### src/design/crbe_pkg.sv
package crbe_pkg;

    localparam int unsigned MAX_DIM     = 4096;
    localparam int unsigned QUEUE_DEPTH = 4;

    localparam int unsigned CFG_IDX_W  = 3;
    localparam int unsigned CFG_DATA_W = 15;
    localparam int unsigned OFS_W      = 26;
    localparam int unsigned DIM_W      = 13;
    localparam int unsigned PITCH_W    = 15;

    // register indexes
    localparam logic [CFG_IDX_W-1:0] REG_SRC_WIDTH  = 3'd0;
    localparam logic [CFG_IDX_W-1:0] REG_SRC_PITCH  = 3'd1;
    localparam logic [CFG_IDX_W-1:0] REG_SRC_HEIGHT = 3'd2;
    localparam logic [CFG_IDX_W-1:0] REG_DST_WIDTH  = 3'd3;
    localparam logic [CFG_IDX_W-1:0] REG_DST_PITCH  = 3'd4;
    localparam logic [CFG_IDX_W-1:0] REG_DST_HEIGHT = 3'd5;

    localparam logic [DIM_W-1:0]   RST_WIDTH  = 13'd640;
    localparam logic [DIM_W-1:0]   RST_HEIGHT = 13'd480;
    localparam logic [PITCH_W-1:0] RST_PITCH  = 15'd2560;

    localparam logic OP_START = 1'b0;
    localparam logic OP_PIXEL = 1'b1;

    localparam logic [1:0] MODE_DIRECT = 2'd0;
    localparam logic [1:0] MODE_THRESH = 2'd1;

    localparam logic [1:0] ST_OK    = 2'd0;
    localparam logic [1:0] ST_EMPTY = 2'd1;
    localparam logic [1:0] ST_MODE  = 2'd2;
    localparam logic [1:0] ST_IDLE  = 2'd3;

    typedef struct packed {
        logic [DIM_W-1:0]   src_width;
        logic [PITCH_W-1:0] src_pitch;
        logic [DIM_W-1:0]   src_height;
        logic [DIM_W-1:0]   dst_width;
        logic [PITCH_W-1:0] dst_pitch;
        logic [DIM_W-1:0]   dst_height;
    } cfg_t;

    // classified request handed from front to back
    typedef struct packed {
        logic               is_pixel;
        logic [1:0]         status;
        logic               mode;
        logic [DIM_W-1:0]   clip_w;
        logic [DIM_W-1:0]   clip_h;
        logic [OFS_W-1:0]   src_ofs;
        logic [OFS_W-1:0]   dst_ofs;
        logic [31:0]        pixel;
    } job_t;

endpackage

### src/design/crbe_front.sv
module crbe_front (
    input  logic                clk,
    input  logic                rst_n,
    input  crbe_pkg::cfg_t      cfg,
    input  logic                in_valid,
    output logic                in_ready,
    input  logic                opcode,
    input  logic signed [12:0]  src_x,
    input  logic signed [12:0]  src_y,
    input  logic signed [12:0]  dst_x,
    input  logic signed [12:0]  dst_y,
    input  logic [12:0]         rect_width,
    input  logic [12:0]         rect_height,
    input  logic [1:0]          blend_mode,
    input  logic [31:0]         src_pixel,
    output logic                push_valid,
    input  logic                push_ready,
    output crbe_pkg::job_t      push_job
);

    localparam logic signed [15:0] MaxDim = 16'(crbe_pkg::MAX_DIM);

    // stage 1: saturation and top-left clip
    logic               s1_valid_reg;
    logic               s1_pixel_op_reg;
    logic [1:0]         s1_mode_reg;
    logic signed [15:0] s1_sx_reg, s1_sy_reg, s1_dx_reg, s1_dy_reg, s1_bw_reg, s1_bh_reg;
    logic [31:0]        s1_pix_reg;
    logic signed [15:0] s1_sx_next, s1_sy_next, s1_dx_next, s1_dy_next;
    logic signed [15:0] s1_bw_next, s1_bh_next;

    // stage 2: bottom-right clip and classification
    logic               s2_valid_reg;
    logic               s2_pixel_op_reg;
    logic [1:0]         s2_status_reg;
    logic               s2_mode_reg;
    logic [12:0]        s2_sx_reg, s2_sy_reg, s2_dx_reg, s2_dy_reg, s2_bw_reg, s2_bh_reg;
    logic [31:0]        s2_pix_reg;
    logic signed [15:0] s2_bw_next, s2_bh_next;
    logic [1:0]         s2_status_next;

    // stage 3: row offsets
    logic               s3_valid_reg;
    logic               s3_pixel_op_reg;
    logic [1:0]         s3_status_reg;
    logic               s3_mode_reg;
    logic [27:0]        s3_src_prod_reg, s3_dst_prod_reg;
    logic [12:0]        s3_sx_reg, s3_dx_reg, s3_bw_reg, s3_bh_reg;
    logic [31:0]        s3_pix_reg;

    logic s1_ready, s2_ready, s3_ready;

    assign s3_ready = !s3_valid_reg || push_ready;
    assign s2_ready = !s2_valid_reg || s3_ready;
    assign s1_ready = !s1_valid_reg || s2_ready;
    assign in_ready = s1_ready;

    always_comb
    begin
        s1_sx_next = {{3{src_x[12]}}, src_x};
        s1_sy_next = {{3{src_y[12]}}, src_y};
        s1_dx_next = {{3{dst_x[12]}}, dst_x};
        s1_dy_next = {{3{dst_y[12]}}, dst_y};
        s1_bw_next = {3'b000, rect_width};
        s1_bh_next = {3'b000, rect_height};
        if (s1_bw_next > MaxDim)
            s1_bw_next = MaxDim;
        if (s1_bh_next > MaxDim)
            s1_bh_next = MaxDim;
        if (s1_sx_next < 0)
        begin
            s1_bw_next = s1_bw_next + s1_sx_next;
            s1_dx_next = s1_dx_next - s1_sx_next;
            s1_sx_next = '0;
        end
        if (s1_sy_next < 0)
        begin
            s1_bh_next = s1_bh_next + s1_sy_next;
            s1_dy_next = s1_dy_next - s1_sy_next;
            s1_sy_next = '0;
        end
        if (s1_dx_next < 0)
        begin
            s1_bw_next = s1_bw_next + s1_dx_next;
            s1_sx_next = s1_sx_next - s1_dx_next;
            s1_dx_next = '0;
        end
        if (s1_dy_next < 0)
        begin
            s1_bh_next = s1_bh_next + s1_dy_next;
            s1_sy_next = s1_sy_next - s1_dy_next;
            s1_dy_next = '0;
        end
    end

    always_comb
    begin
        logic signed [15:0] sw, sh, dw, dh;
        sw = {3'b000, cfg.src_width};
        sh = {3'b000, cfg.src_height};
        dw = {3'b000, cfg.dst_width};
        dh = {3'b000, cfg.dst_height};
        s2_bw_next = s1_bw_reg;
        s2_bh_next = s1_bh_reg;
        if (s1_sx_reg + s2_bw_next - sw > 0)
            s2_bw_next = sw - s1_sx_reg;
        if (s1_sy_reg + s2_bh_next - sh > 0)
            s2_bh_next = sh - s1_sy_reg;
        if (s1_dx_reg + s2_bw_next - dw > 0)
            s2_bw_next = dw - s1_dx_reg;
        if (s1_dy_reg + s2_bh_next - dh > 0)
            s2_bh_next = dh - s1_dy_reg;
        // empty wins over a bad mode
        if (s2_bw_next <= 0 || s2_bh_next <= 0)
            s2_status_next = crbe_pkg::ST_EMPTY;
        else if (s1_mode_reg != crbe_pkg::MODE_DIRECT && s1_mode_reg != crbe_pkg::MODE_THRESH)
            s2_status_next = crbe_pkg::ST_MODE;
        else
            s2_status_next = crbe_pkg::ST_OK;
    end

    always_ff @(posedge clk or negedge rst_n)
    begin
        if (!rst_n)
        begin
            s1_valid_reg <= 1'b0;
            s2_valid_reg <= 1'b0;
            s3_valid_reg <= 1'b0;
        end
        else
        begin
            if (s1_ready)
                s1_valid_reg <= in_valid;
            if (s2_ready)
                s2_valid_reg <= s1_valid_reg;
            if (s3_ready)
                s3_valid_reg <= s2_valid_reg;
        end
    end

    always_ff @(posedge clk)
    begin
        if (in_valid && s1_ready)
        begin
            s1_pixel_op_reg <= (opcode == crbe_pkg::OP_PIXEL);
            s1_mode_reg     <= blend_mode;
            s1_sx_reg       <= s1_sx_next;
            s1_sy_reg       <= s1_sy_next;
            s1_dx_reg       <= s1_dx_next;
            s1_dy_reg       <= s1_dy_next;
            s1_bw_reg       <= s1_bw_next;
            s1_bh_reg       <= s1_bh_next;
            s1_pix_reg      <= src_pixel;
        end
        if (s1_valid_reg && s2_ready)
        begin
            s2_pixel_op_reg <= s1_pixel_op_reg;
            s2_status_reg   <= s2_status_next;
            s2_mode_reg     <= s1_mode_reg[0];
            s2_sx_reg       <= s1_sx_reg[12:0];
            s2_sy_reg       <= s1_sy_reg[12:0];
            s2_dx_reg       <= s1_dx_reg[12:0];
            s2_dy_reg       <= s1_dy_reg[12:0];
            s2_bw_reg       <= s2_bw_next[12:0];
            s2_bh_reg       <= s2_bh_next[12:0];
            s2_pix_reg      <= s1_pix_reg;
        end
        if (s2_valid_reg && s3_ready)
        begin
            s3_pixel_op_reg <= s2_pixel_op_reg;
            s3_status_reg   <= s2_status_reg;
            s3_mode_reg     <= s2_mode_reg;
            s3_src_prod_reg <= s2_sy_reg * cfg.src_pitch;
            s3_dst_prod_reg <= s2_dy_reg * cfg.dst_pitch;
            s3_sx_reg       <= s2_sx_reg;
            s3_dx_reg       <= s2_dx_reg;
            s3_bw_reg       <= s2_bw_reg;
            s3_bh_reg       <= s2_bh_reg;
            s3_pix_reg      <= s2_pix_reg;
        end
    end

    assign push_valid        = s3_valid_reg;
    assign push_job.is_pixel = s3_pixel_op_reg;
    assign push_job.status   = s3_status_reg;
    assign push_job.mode     = s3_mode_reg;
    assign push_job.clip_w   = s3_bw_reg;
    assign push_job.clip_h   = s3_bh_reg;
    assign push_job.src_ofs  = s3_src_prod_reg[25:0] + {11'd0, s3_sx_reg, 2'b00};
    assign push_job.dst_ofs  = s3_dst_prod_reg[25:0] + {11'd0, s3_dx_reg, 2'b00};
    assign push_job.pixel    = s3_pix_reg;

endmodule

### src/design/crbe_queue.sv
module crbe_queue #(
    parameter int unsigned DEPTH = crbe_pkg::QUEUE_DEPTH
) (
    input  logic            clk,
    input  logic            rst_n,
    input  logic            push,
    input  crbe_pkg::job_t  wdata,
    output logic            full,
    input  logic            pop,
    output crbe_pkg::job_t  rdata,
    output logic            empty
);

    localparam int unsigned PtrW = (DEPTH > 1) ? $clog2(DEPTH) : 1;
    localparam int unsigned CntW = $clog2(DEPTH + 1);
    localparam logic [PtrW-1:0] LastPtr = PtrW'(DEPTH - 1);
    localparam logic [CntW-1:0] FullCnt = CntW'(DEPTH);

    crbe_pkg::job_t  slot_reg [DEPTH];
    logic [PtrW-1:0] wr_ptr_reg, rd_ptr_reg;
    logic [CntW-1:0] count_reg;

    assign full  = (count_reg == FullCnt);
    assign empty = (count_reg == '0);
    assign rdata = slot_reg[rd_ptr_reg];

    always_ff @(posedge clk or negedge rst_n)
    begin
        if (!rst_n)
        begin
            wr_ptr_reg <= '0;
            rd_ptr_reg <= '0;
            count_reg  <= '0;
        end
        else
        begin
            if (push)
                wr_ptr_reg <= (wr_ptr_reg == LastPtr) ? '0 : wr_ptr_reg + 1'b1;
            if (pop)
                rd_ptr_reg <= (rd_ptr_reg == LastPtr) ? '0 : rd_ptr_reg + 1'b1;
            if (push && !pop)
                count_reg <= count_reg + 1'b1;
            else if (pop && !push)
                count_reg <= count_reg - 1'b1;
        end
    end

    always_ff @(posedge clk)
    begin
        if (push)
            slot_reg[wr_ptr_reg] <= wdata;
    end

    a_no_overflow: assert property (@(posedge clk) disable iff (!rst_n)
        count_reg <= FullCnt)
        else $error("queue count beyond depth");

    a_push_when_full: assert property (@(posedge clk) disable iff (!rst_n)
        (full && !pop) |-> !push)
        else $error("queue written while full");

endmodule

### src/design/crbe_back.sv
module crbe_back (
    input  logic            clk,
    input  logic            rst_n,
    input  crbe_pkg::cfg_t  cfg,
    input  logic            job_valid,
    input  crbe_pkg::job_t  job,
    output logic            pop,
    output logic            out_valid,
    input  logic            out_ready,
    output logic [1:0]      status,
    output logic [25:0]     fetch_offset,
    output logic [25:0]     store_offset,
    output logic            write_enable,
    output logic [31:0]     write_data,
    output logic            last
);

    logic        busy_reg, busy_next;
    logic        mode_reg, mode_next;
    logic [12:0] clip_w_reg, clip_w_next, clip_h_reg, clip_h_next;
    logic [12:0] col_reg, col_next, row_reg, row_next;
    logic [25:0] src_row_reg, src_row_next, dst_row_reg, dst_row_next;
    logic [25:0] src_cur_reg, src_cur_next, dst_cur_reg, dst_cur_next;

    logic        out_valid_reg;
    logic [1:0]  status_reg, status_next;
    logic [25:0] fetch_reg, fetch_next, store_reg, store_next;
    logic        we_reg, we_next;
    logic [31:0] data_reg, data_next;
    logic        last_reg, last_next;

    assign pop = job_valid && (!out_valid_reg || out_ready);

    always_comb
    begin
        busy_next    = busy_reg;
        mode_next    = mode_reg;
        clip_w_next  = clip_w_reg;
        clip_h_next  = clip_h_reg;
        col_next     = col_reg;
        row_next     = row_reg;
        src_row_next = src_row_reg;
        dst_row_next = dst_row_reg;
        src_cur_next = src_cur_reg;
        dst_cur_next = dst_cur_reg;
        status_next  = crbe_pkg::ST_OK;
        fetch_next   = '0;
        store_next   = '0;
        we_next      = 1'b0;
        data_next    = '0;
        last_next    = 1'b0;
        if (job.is_pixel)
        begin
            if (!busy_reg)
                status_next = crbe_pkg::ST_IDLE;
            else
            begin
                we_next    = !mode_reg || job.pixel[31];
                data_next  = job.pixel;
                store_next = dst_cur_reg;
                col_next   = col_reg + 1'b1;
                if (col_next >= clip_w_reg)
                begin
                    col_next     = '0;
                    row_next     = row_reg + 1'b1;
                    src_row_next = src_row_reg + {11'd0, cfg.src_pitch};
                    dst_row_next = dst_row_reg + {11'd0, cfg.dst_pitch};
                    src_cur_next = src_row_next;
                    dst_cur_next = dst_row_next;
                    last_next    = (row_next >= clip_h_reg);
                end
                else
                begin
                    src_cur_next = src_cur_reg + 26'd4;
                    dst_cur_next = dst_cur_reg + 26'd4;
                end
                fetch_next = last_next ? '0 : src_cur_next;
                busy_next  = !last_next;
            end
        end
        else
        begin
            // a new start always drops whatever was running
            busy_next   = 1'b0;
            status_next = job.status;
            if (job.status == crbe_pkg::ST_OK)
            begin
                busy_next    = 1'b1;
                mode_next    = job.mode;
                clip_w_next  = job.clip_w;
                clip_h_next  = job.clip_h;
                col_next     = '0;
                row_next     = '0;
                src_row_next = job.src_ofs;
                dst_row_next = job.dst_ofs;
                src_cur_next = job.src_ofs;
                dst_cur_next = job.dst_ofs;
                fetch_next   = job.src_ofs;
                store_next   = job.dst_ofs;
            end
        end
    end

    always_ff @(posedge clk or negedge rst_n)
    begin
        if (!rst_n)
        begin
            busy_reg      <= 1'b0;
            mode_reg      <= 1'b0;
            clip_w_reg    <= '0;
            clip_h_reg    <= '0;
            col_reg       <= '0;
            row_reg       <= '0;
            src_row_reg   <= '0;
            dst_row_reg   <= '0;
            src_cur_reg   <= '0;
            dst_cur_reg   <= '0;
            out_valid_reg <= 1'b0;
        end
        else
        begin
            if (pop)
            begin
                busy_reg    <= busy_next;
                mode_reg    <= mode_next;
                clip_w_reg  <= clip_w_next;
                clip_h_reg  <= clip_h_next;
                col_reg     <= col_next;
                row_reg     <= row_next;
                src_row_reg <= src_row_next;
                dst_row_reg <= dst_row_next;
                src_cur_reg <= src_cur_next;
                dst_cur_reg <= dst_cur_next;
                out_valid_reg <= 1'b1;
            end
            else if (out_ready)
                out_valid_reg <= 1'b0;
        end
    end

    always_ff @(posedge clk)
    begin
        if (pop)
        begin
            status_reg <= status_next;
            fetch_reg  <= fetch_next;
            store_reg  <= store_next;
            we_reg     <= we_next;
            data_reg   <= data_next;
            last_reg   <= last_next;
        end
    end

    assign out_valid    = out_valid_reg;
    assign status       = status_reg;
    assign fetch_offset = fetch_reg;
    assign store_offset = store_reg;
    assign write_enable = we_reg;
    assign write_data   = data_reg;
    assign last         = last_reg;

    a_last_ends_blit: assert property (@(posedge clk) disable iff (!rst_n)
        (pop && last_next) |=> !busy_reg)
        else $error("blit still running after its final pixel");

    a_last_fields: assert property (@(posedge clk) disable iff (!rst_n)
        (out_valid_reg && last_reg) |-> (status_reg == crbe_pkg::ST_OK && fetch_reg == '0))
        else $error("final pixel with bad status or fetch offset");

    a_error_quiet: assert property (@(posedge clk) disable iff (!rst_n)
        (out_valid_reg && status_reg != crbe_pkg::ST_OK) |-> (!we_reg && !last_reg))
        else $error("error result carries a write");

endmodule

### src/design/clipped_rect_blit_engine.sv
// Clipped 32bpp rectangle blitter. A start request (opcode 0) is clipped against
// both surfaces and answered with the first source and destination byte offsets,
// or with an empty or bad-mode status; each pixel request (opcode 1) brings one
// fetched source pixel and is answered with its store offset, write enable, data,
// the next fetch offset and a last flag, or with an idle status when no blit runs.
// One request is accepted and one result leaves per cycle while the queue has
// room and the receiver is ready. A request passes three front stages (top-left
// clip, bottom-right clip, row offset multiply), a small queue and the output
// register of the pixel walker, whose counter and offset update bounds the rate.
module clipped_rect_blit_engine #(
    parameter int unsigned QUEUE_DEPTH = crbe_pkg::QUEUE_DEPTH
) (
    input  logic                clk,
    input  logic                rst_n,
    input  logic                cfg_write,
    input  logic [2:0]          cfg_index,
    input  logic [14:0]         cfg_data,
    input  logic                in_valid,
    output logic                in_ready,
    input  logic                opcode,
    input  logic signed [12:0]  src_x,
    input  logic signed [12:0]  src_y,
    input  logic signed [12:0]  dst_x,
    input  logic signed [12:0]  dst_y,
    input  logic [12:0]         rect_width,
    input  logic [12:0]         rect_height,
    input  logic [1:0]          blend_mode,
    input  logic [31:0]         src_pixel,
    output logic                out_valid,
    input  logic                out_ready,
    output logic [1:0]          status,
    output logic [25:0]         fetch_offset,
    output logic [25:0]         store_offset,
    output logic                write_enable,
    output logic [31:0]         write_data,
    output logic                last
);

    crbe_pkg::cfg_t cfg_reg;
    crbe_pkg::job_t push_job, head_job;
    logic push_valid, q_full, q_empty, pop;

    always_ff @(posedge clk or negedge rst_n)
    begin
        if (!rst_n)
        begin
            cfg_reg.src_width  <= crbe_pkg::RST_WIDTH;
            cfg_reg.src_pitch  <= crbe_pkg::RST_PITCH;
            cfg_reg.src_height <= crbe_pkg::RST_HEIGHT;
            cfg_reg.dst_width  <= crbe_pkg::RST_WIDTH;
            cfg_reg.dst_pitch  <= crbe_pkg::RST_PITCH;
            cfg_reg.dst_height <= crbe_pkg::RST_HEIGHT;
        end
        else if (cfg_write)
        begin
            unique case (cfg_index)
                crbe_pkg::REG_SRC_WIDTH:  cfg_reg.src_width  <= cfg_data[12:0];
                crbe_pkg::REG_SRC_PITCH:  cfg_reg.src_pitch  <= cfg_data;
                crbe_pkg::REG_SRC_HEIGHT: cfg_reg.src_height <= cfg_data[12:0];
                crbe_pkg::REG_DST_WIDTH:  cfg_reg.dst_width  <= cfg_data[12:0];
                crbe_pkg::REG_DST_PITCH:  cfg_reg.dst_pitch  <= cfg_data;
                crbe_pkg::REG_DST_HEIGHT: cfg_reg.dst_height <= cfg_data[12:0];
                default: ;
            endcase
        end
    end

    crbe_front u_front (
        .clk         (clk),
        .rst_n       (rst_n),
        .cfg         (cfg_reg),
        .in_valid    (in_valid),
        .in_ready    (in_ready),
        .opcode      (opcode),
        .src_x       (src_x),
        .src_y       (src_y),
        .dst_x       (dst_x),
        .dst_y       (dst_y),
        .rect_width  (rect_width),
        .rect_height (rect_height),
        .blend_mode  (blend_mode),
        .src_pixel   (src_pixel),
        .push_valid  (push_valid),
        .push_ready  (!q_full),
        .push_job    (push_job)
    );

    crbe_queue #(
        .DEPTH (QUEUE_DEPTH)
    ) u_queue (
        .clk   (clk),
        .rst_n (rst_n),
        .push  (push_valid && !q_full),
        .wdata (push_job),
        .full  (q_full),
        .pop   (pop),
        .rdata (head_job),
        .empty (q_empty)
    );

    crbe_back u_back (
        .clk          (clk),
        .rst_n        (rst_n),
        .cfg          (cfg_reg),
        .job_valid    (!q_empty),
        .job          (head_job),
        .pop          (pop),
        .out_valid    (out_valid),
        .out_ready    (out_ready),
        .status       (status),
        .fetch_offset (fetch_offset),
        .store_offset (store_offset),
        .write_enable (write_enable),
        .write_data   (write_data),
        .last         (last)
    );

endmodule

### config.mk
export PLATFORM = sky130hd
export DESIGN_NAME = clipped_rect_blit_engine
export DESIGN_NICKNAME = d
export VERILOG_FILES = /design/src/design/crbe_pkg.sv /design/src/design/crbe_front.sv /design/src/design/crbe_queue.sv /design/src/design/crbe_back.sv /design/src/design/clipped_rect_blit_engine.sv
export SDC_FILE = /design/constraint.sdc
export NUM_CORES = 2
export LEC_CHECK = 0
export ABC_AREA = 1
export BUFFER_PORTS_ARGS = -buffer_cell sky130_fd_sc_hd__buf_2
export CORE_UTILIZATION = 30
export CTS_CLUSTER_DIAMETER = 80
export DETAILED_ROUTE_END_ITERATION = 7
export PLACE_DENSITY_LB_ADDON = 0.3
export SLEW_MARGIN = 0
export SYNTH_ARGS = -nofsm -noshare
export SYNTH_HDL_FRONTEND = slang
export SYNTH_SLANG_ARGS = --single-unit
### constraint.sdc
create_clock -name clk -period 9.5 [get_ports clk]
set_input_delay 1.9 -clock clk [delete_from_list [all_inputs] [get_ports clk]]
set_output_delay 1.9 -clock clk [all_outputs]
set_load 0.03 [all_outputs]
==> Word level (Yosys, flattened, before mapping) <==
Memory sizes are Yosys's and may differ from the RTL's.
Cells that the tools add are included.
W data, S select, Z words.
{ "totals": {"register_bits": 724, "ramBits": 456, "input_bits": 136, "out_inout_bits": 90, "elab_cells": 221, "n_memories": 1} }
{ "classes": {"n_addsub": 32, "multipliers": 2, "magnitude_cmp": 14, "n_eq_ne": 11, "mux": 61, "bitwise_logic": 1, "reduce_logical": 41} }
{ "memory_table": {"columns": ["memory", "words", "word_bits", "rd", "rd_clocked_by_memory_dff", "write_ports", "line", "text"], "rows": [
  ["u_queue.slot_reg", 4, 114, 1, 0, 1, "crbe_queue.sv:19", "crbe_pkg::job_t slot_reg [DEPTH];"]
]} }
{ "op_table": {"columns": ["cell", "count"], "rows": [
  ["$mux W26", 21],
  ["$mux W16", 14],
  ["$gt A32 B1 Y1 const B", 4],
  ["$sub A32 B14 Y32", 4],
  ["$mux W13", 9],
  ["$add A26 B15 Y26", 4],
  ["$add A16 B16 Y17", 4],
  ["$sub A14 B16 Y16", 4],
  ["$add A26 B3 Y26 const B", 2],
  ["$mul A13 B15 Y26", 2],
  ["$add A16 B16 Y16", 2],
  ["$le A16 B1 Y1 const B", 2],
  ["$lt A16 B1 Y1 const B", 2],
  ["$sub A16 B16 Y16", 2],
  ["$add A14 B13 Y15", 2],
  ["$sub A13 B13 Y14", 2],
  ["$add A13 B1 Y13 const B", 2],
  ["$ge A13 B13 Y1", 2],
  ["$gt A13 B13 Y1 const B", 2],
  ["$lt A13 B1 Y1 const B", 2],
  ["$reduce_and A2 Y1", 7],
  ["$logic_not A1 Y1", 10],
  ["$mux W1", 10],
  ["$mux W2", 5],
  ["other kinds (17)", 42]
]} }

==> Logic depth before layout (Yosys ltp) <==
{ "depth": {"depth_word": 10, "mapped_depth": 59} }

==> Hierarchy <==
From an unflattened synthesis, not the netlist that was laid out.
{ "unflattened": {"cells_unflattened": 8940, "hier_area_um2": 78890.7} }
{ "by_module_without_submodules": {"columns": ["mod", "n_inst", "cells_per_inst", "area_per_inst_um2", "seq_area_each_um2"], "rows": [
  ["crbe_front", 1, 5000, 41324.6, 11516.0],
  ["crbe_queue", 1, 1382, 18530.3, 13868.3],
  ["crbe_back", 1, 2186, 15761.4, 6621.4],
  ["clipped_rect_blit_engine", 1, 372, 3274.4, 2072.0]
]} }

==> Worst setup path before layout <==
Ideal clock, no wire load.
{ "synth_timing": {"path_type": "input port to flip-flop", "from": "in out_ready", "to": "reg u_back.src_row_reg[4]", "setup_time_ns": 0.135, "arrival_time_ns": 8.655, "t_required_ns": 9.365, "setup_slack_ns": 0.710, "stages": 9, "path_buffers": 2, "path_cell_list": "nor2_1 a21oi_1 nand2_1 nand2_2 inv_1 nor2_4 buf_2 buf_2 a31oi_1"} }
{ "synth_via": {"elab_chain_len": 3} }
{ "synth_rtl": {"columns": ["item", "line", "text"], "rows": [
  ["from (decl)", "clipped_rect_blit_engine.sv:30", "input logic out_ready,"],
  ["$logic_or A1 B1 Y1", "crbe_back.sv:32", "assign pop = job_valid && (!out_valid_reg || out_ready);"],
  ["$logic_and A1 B1 Y1", "crbe_back.sv:32", null],
  ["net pop", "clipped_rect_blit_engine.sv:41", "logic push_valid, q_full, q_empty, pop;"],
  ["$reduce_and A4 Y1 (no source line)", null, null],
  ["to (signal assigned)", "crbe_back.sv:130", "src_row_reg <= src_row_next;"],
  ["to (decl)", "crbe_back.sv:22", "logic [25:0] src_row_reg, src_row_next, dst_row_reg, dst_row_next;"]
]} }
The timed path passes the listed nets, and every way through them passes these cells.
A chain may end at the register's enable or synchronous reset.

==> Final worst setup path <==
{ "layout_timing": {"from": "reg u_front.s1_sx_reg[0]", "to": "reg u_front.s2_status_reg[1] (data pin)"} }
{ "layout_via": {"elab_chain_len": 10, "word_cells_on_any_way": 11, "classes_between": "5 x add/sub; 3 x order compare; 2 x mux; 1 x reduce/logical"} }
{ "layout_rtl": {"columns": ["item", "line", "text"], "rows": [
  ["from (decl)", "crbe_front.sv:27", "logic signed [15:0] s1_sx_reg, s1_sy_reg, s1_dx_reg, s1_dy_reg, s1_bw_reg, s1_bh_reg;"],
  ["from (signal assigned)", "crbe_front.sv:147", "s1_sx_reg <= s1_sx_next;"],
  ["$add A16 B16 Y17", "crbe_front.sv:105", "if (s1_sx_reg + s2_bw_next - sw > 0)"],
  ["$sub A32 B14 Y32", "crbe_front.sv:105", null],
  ["$gt A32 B1 Y1", "crbe_front.sv:105", null],
  ["$mux W16 *", "crbe_front.sv:105", null],
  ["$add A16 B16 Y17", "crbe_front.sv:109", "if (s1_dx_reg + s2_bw_next - dw > 0)"],
  ["$sub A32 B14 Y32", "crbe_front.sv:109", null],
  ["$gt A32 B1 Y1", "crbe_front.sv:109", null],
  ["$mux W16 *", "crbe_front.sv:109", null],
  ["$le A16 B1 Y1 *", "crbe_front.sv:114", "if (s2_bw_next <= 0 || s2_bh_next <= 0)"],
  ["$logic_or A1 B1 Y1 *", "crbe_front.sv:114", null],
  ["to (signal assigned)", "crbe_front.sv:158", "s2_status_reg <= s2_status_next;"],
  ["to (decl)", "crbe_front.sv:35", "logic [1:0] s2_status_reg;"]
]} }
Every way passes the cells marked *; elsewhere a longest branch is shown, timed or not.

==> out/results.ini <==
[global_routing]
grt_pass1_vias = 54420
track_usage_pct = 16.50
grt_pass1_wl_mm = 320.7
grt_max_degree = 119
antenna_found_initial = 14
grt_overflow = 0

[pwr]
ir_drop_v = 0.0002529
power_density_nw_per_um2 = 390.0
p_leak_uw = 0.03784
power.total_uw = 32820

[sta]
max_freq_ghz = 0.1238
grt_setup_unrepaired = no
slew_viol_final = 0
max-slew-margin-rel_pct = 29.22
finalHoldViolCount = 0
fin_skew_ns = 0.06457
finalCritPeriodShare_pct = 85.03
setup_violations = 0
finalCriticalPeriod_ns = 8.078
tightest_slew_ns = 1.062
finalSetupTns_ns = 0

[status]
status = finished clean

[floorplan]
die_h_um = 501.4
die_area_um2 = 251400
placementRows = 182
coreArea_um2 = 246800
die_x_um = 501.4
top_level_ports = 226
initial_core_util_pct = 30.31

[clocking]
tritoncts = done
clockBufferDepth = 3
htreeDepth = 4
clock_tree.root_cell = clkbuf_16
cts_resized = 0
clock_latency_ns = 0.79
ctsHoldBuffers = 0
cts.sinks = 1176
clk_pin_slew_worst_paths_ns = 0.06
numCtsBuffers = 134
cts_setup_buffers = 0

[cells_and_area]
finalNetCount = 9207
fill_cells = 25100
fin_area_um2 = 84160
drive_gt1_share_pct = 7.247
largest_register_ffs = 456
fin_util_pct = 34.09
area_delta_synth_final_pct = 12.48

[routing]
avgViaCountPerCell = 4.782
wirelength_mm = 210.2
wl_per_cell_um = 17.98
drtPass1Iterations = 6
vias = 55910
postRouteAntennaNets = 0
drtIter0Drc = 4705
drc = 0

[setup_path]
crit_buf_inv = 4
worstPathMaxFanout = 19
cp.arrival_ns = 8.58
startpoint_type = flop
critPathKind = reg2reg
crit_required_ns = 10.00
crit_family = simple AND/OR/NAND/NOR gates
cp_slowest_cell = fa_1
cpMostUsedCell = nand2_1
crit_path_max_incr_delay_ns = 0.41
cp-end-kind = flop

[yosys]
ys_types = 68
ys.flop_type = edfxtp_1
synthArstFlopShare_pct = 21.34
synth_mux_area_share_pct = 0.06020
synth_adder_area_share_pct = 16.61
synth_xor_area_share_pct = 4.167
yosys_warnings = 0
synth-edff-count = 925
ys_ff_latch = 1176
syn_inst = 8094
synth_top_family_by_area = adder cells
ys_seq_area_share_pct = 45.55
syn_area_per_cell_um2 = 9.244
synth_simple_gate_area_share_pct = 16.07
syn_area_um2 = 74820
synth_compound_area_share_pct = 10.05

[placed_design]
dp_hpwl_mm = 155.4
dpl_cell_area_um2 = 79600
place_congestion = 0.8789
portBuffers = 225

[run]
drv_cap = 0

[hold_path]
hold_class = reg2reg

routing by layer:
metal  global-route usage (%)  vias to the layer above  wire [µm]
met5                        0                        -          0
met4                    4.256                        0       4883
met3                    2.904                      219      13210
met2                    25.45                     1542      91130
met1                    23.66                    27090     100900
li1                         -                    27060          -
layout make-up:
cell class                 count  area [µm²]  share of cell area (%)
multi-input combinational   5452       35220                   41.85
sequential                  1176       34090                   40.50
inverter                    1220        4594                   5.459
tap                         3312        4144                   4.924
clock buffer                 170        3633                   4.317
timing repair buffer         279        1554                   1.846
clock inverter                79       920.9                   1.094
antenna                        3       7.507                0.008920
worst paths after layout:
path / endpoint / startpoint / slack (ns) / cells after the start
min: u_front.s2_pix_reg[4] / u_front.s1_pix_reg[4] / 0.40 / 0
max: u_front.s2_status_reg[1] / u_front.s1_sx_reg[0] / 1.42 / 52
max reg2reg: u_front.s2_status_reg[1] / u_front.s1_sx_reg[0] / 1.42 / 52
min reg2reg: u_front.s2_pix_reg[4] / u_front.s1_pix_reg[4] / 0.40 / 0
max in group asynchronous: u_back.src_cur_reg[7] / rst_n / 6.97 / 2
min in group asynchronous: u_front.s2_valid_reg / rst_n / 1.06 / 1
synth_stat cells, types with 12 or more instances:
library cell  instances  area (µm²)
a21o_1               20       150.1
a21oi_1             448        2242
a22oi_1              12       90.09
a31oi_1              70       437.9
and2_1               18       112.6
buf_1                21       78.83
buf_2                25       125.1
clkbuf_1            197       739.5
dfrtp_1             235        5881
dfstp_2              16       420.4
edfxtp_1            925       27780
fa_1                309        6186
ha_1                499        6243
inv_1              1208        4534
nand2_1            1629        6115
nand2_2              30       187.7
nand3_1             295        1476
nand3_2              13       130.1
nand3b_1             29       217.7
nand4_1              44       275.3
nor2_1              755        2834
nor3_1               35       175.2
nor4_1               17       106.4
o211ai_1             12       90.09
o21ai_0             550        2753
o21ai_1              29       145.1
o21bai_1             33       247.7
o22ai_1             121       757.0
or2_2                12       75.07
xnor2_1             119        1042
xor2_1              237        2076
power breakdown:
group          switching [µW]  internal (µW)  total, µW
sequential               1200           8260       9460
combinational           11800           6250      18000
clock                    2210           3110       5310
stage by stage:
step | worst slack (ns) | hold WS, ns | std cells
4_1_cts | 1.375 | 0.4073 | 11690
2_1_floorplan | 0.7100 | 0.4003 | 8099
3_3_place_gp | 1.439 | 0.4024 | 11440
6_report | 1.422 | 0.4010 | 11690
3_5_place_dp | 1.425 | 0.4045 | 11440
5_1_grt | 0.5384 | 0.4120 | 11690
placed cells by master, fill, tap and decap left out, types with 233 or more instances in the layout:
| cell type | n |
|---|---|
| a21oi_1 | 447 |
| edfxtp_1 | 925 |
| xor2_1 | 237 |
| o21ai_0 | 550 |
| nor2_1 | 750 |
| nand3_1 | 294 |
| fa_1 | 309 |
| dfrtp_1 | 233 |
| nand2_1 | 1627 |
| ha_1 | 499 |
| inv_1 | 1203 |
logic make-up (layout without fill, tap and decap cells):
kind of cell,after synthesis,count (layout)
AOI/OAI and AO/OA,1368,1368
xor gates and xnor gates,356,356
adders and majority gates,808,808
buffers and inverters,1471,1748
DFF,1176,1176
muxes,4,4
other,1,9
and+or+nand+nor,2910,2910
Note: power is estimated with default switching activity, not from simulation.
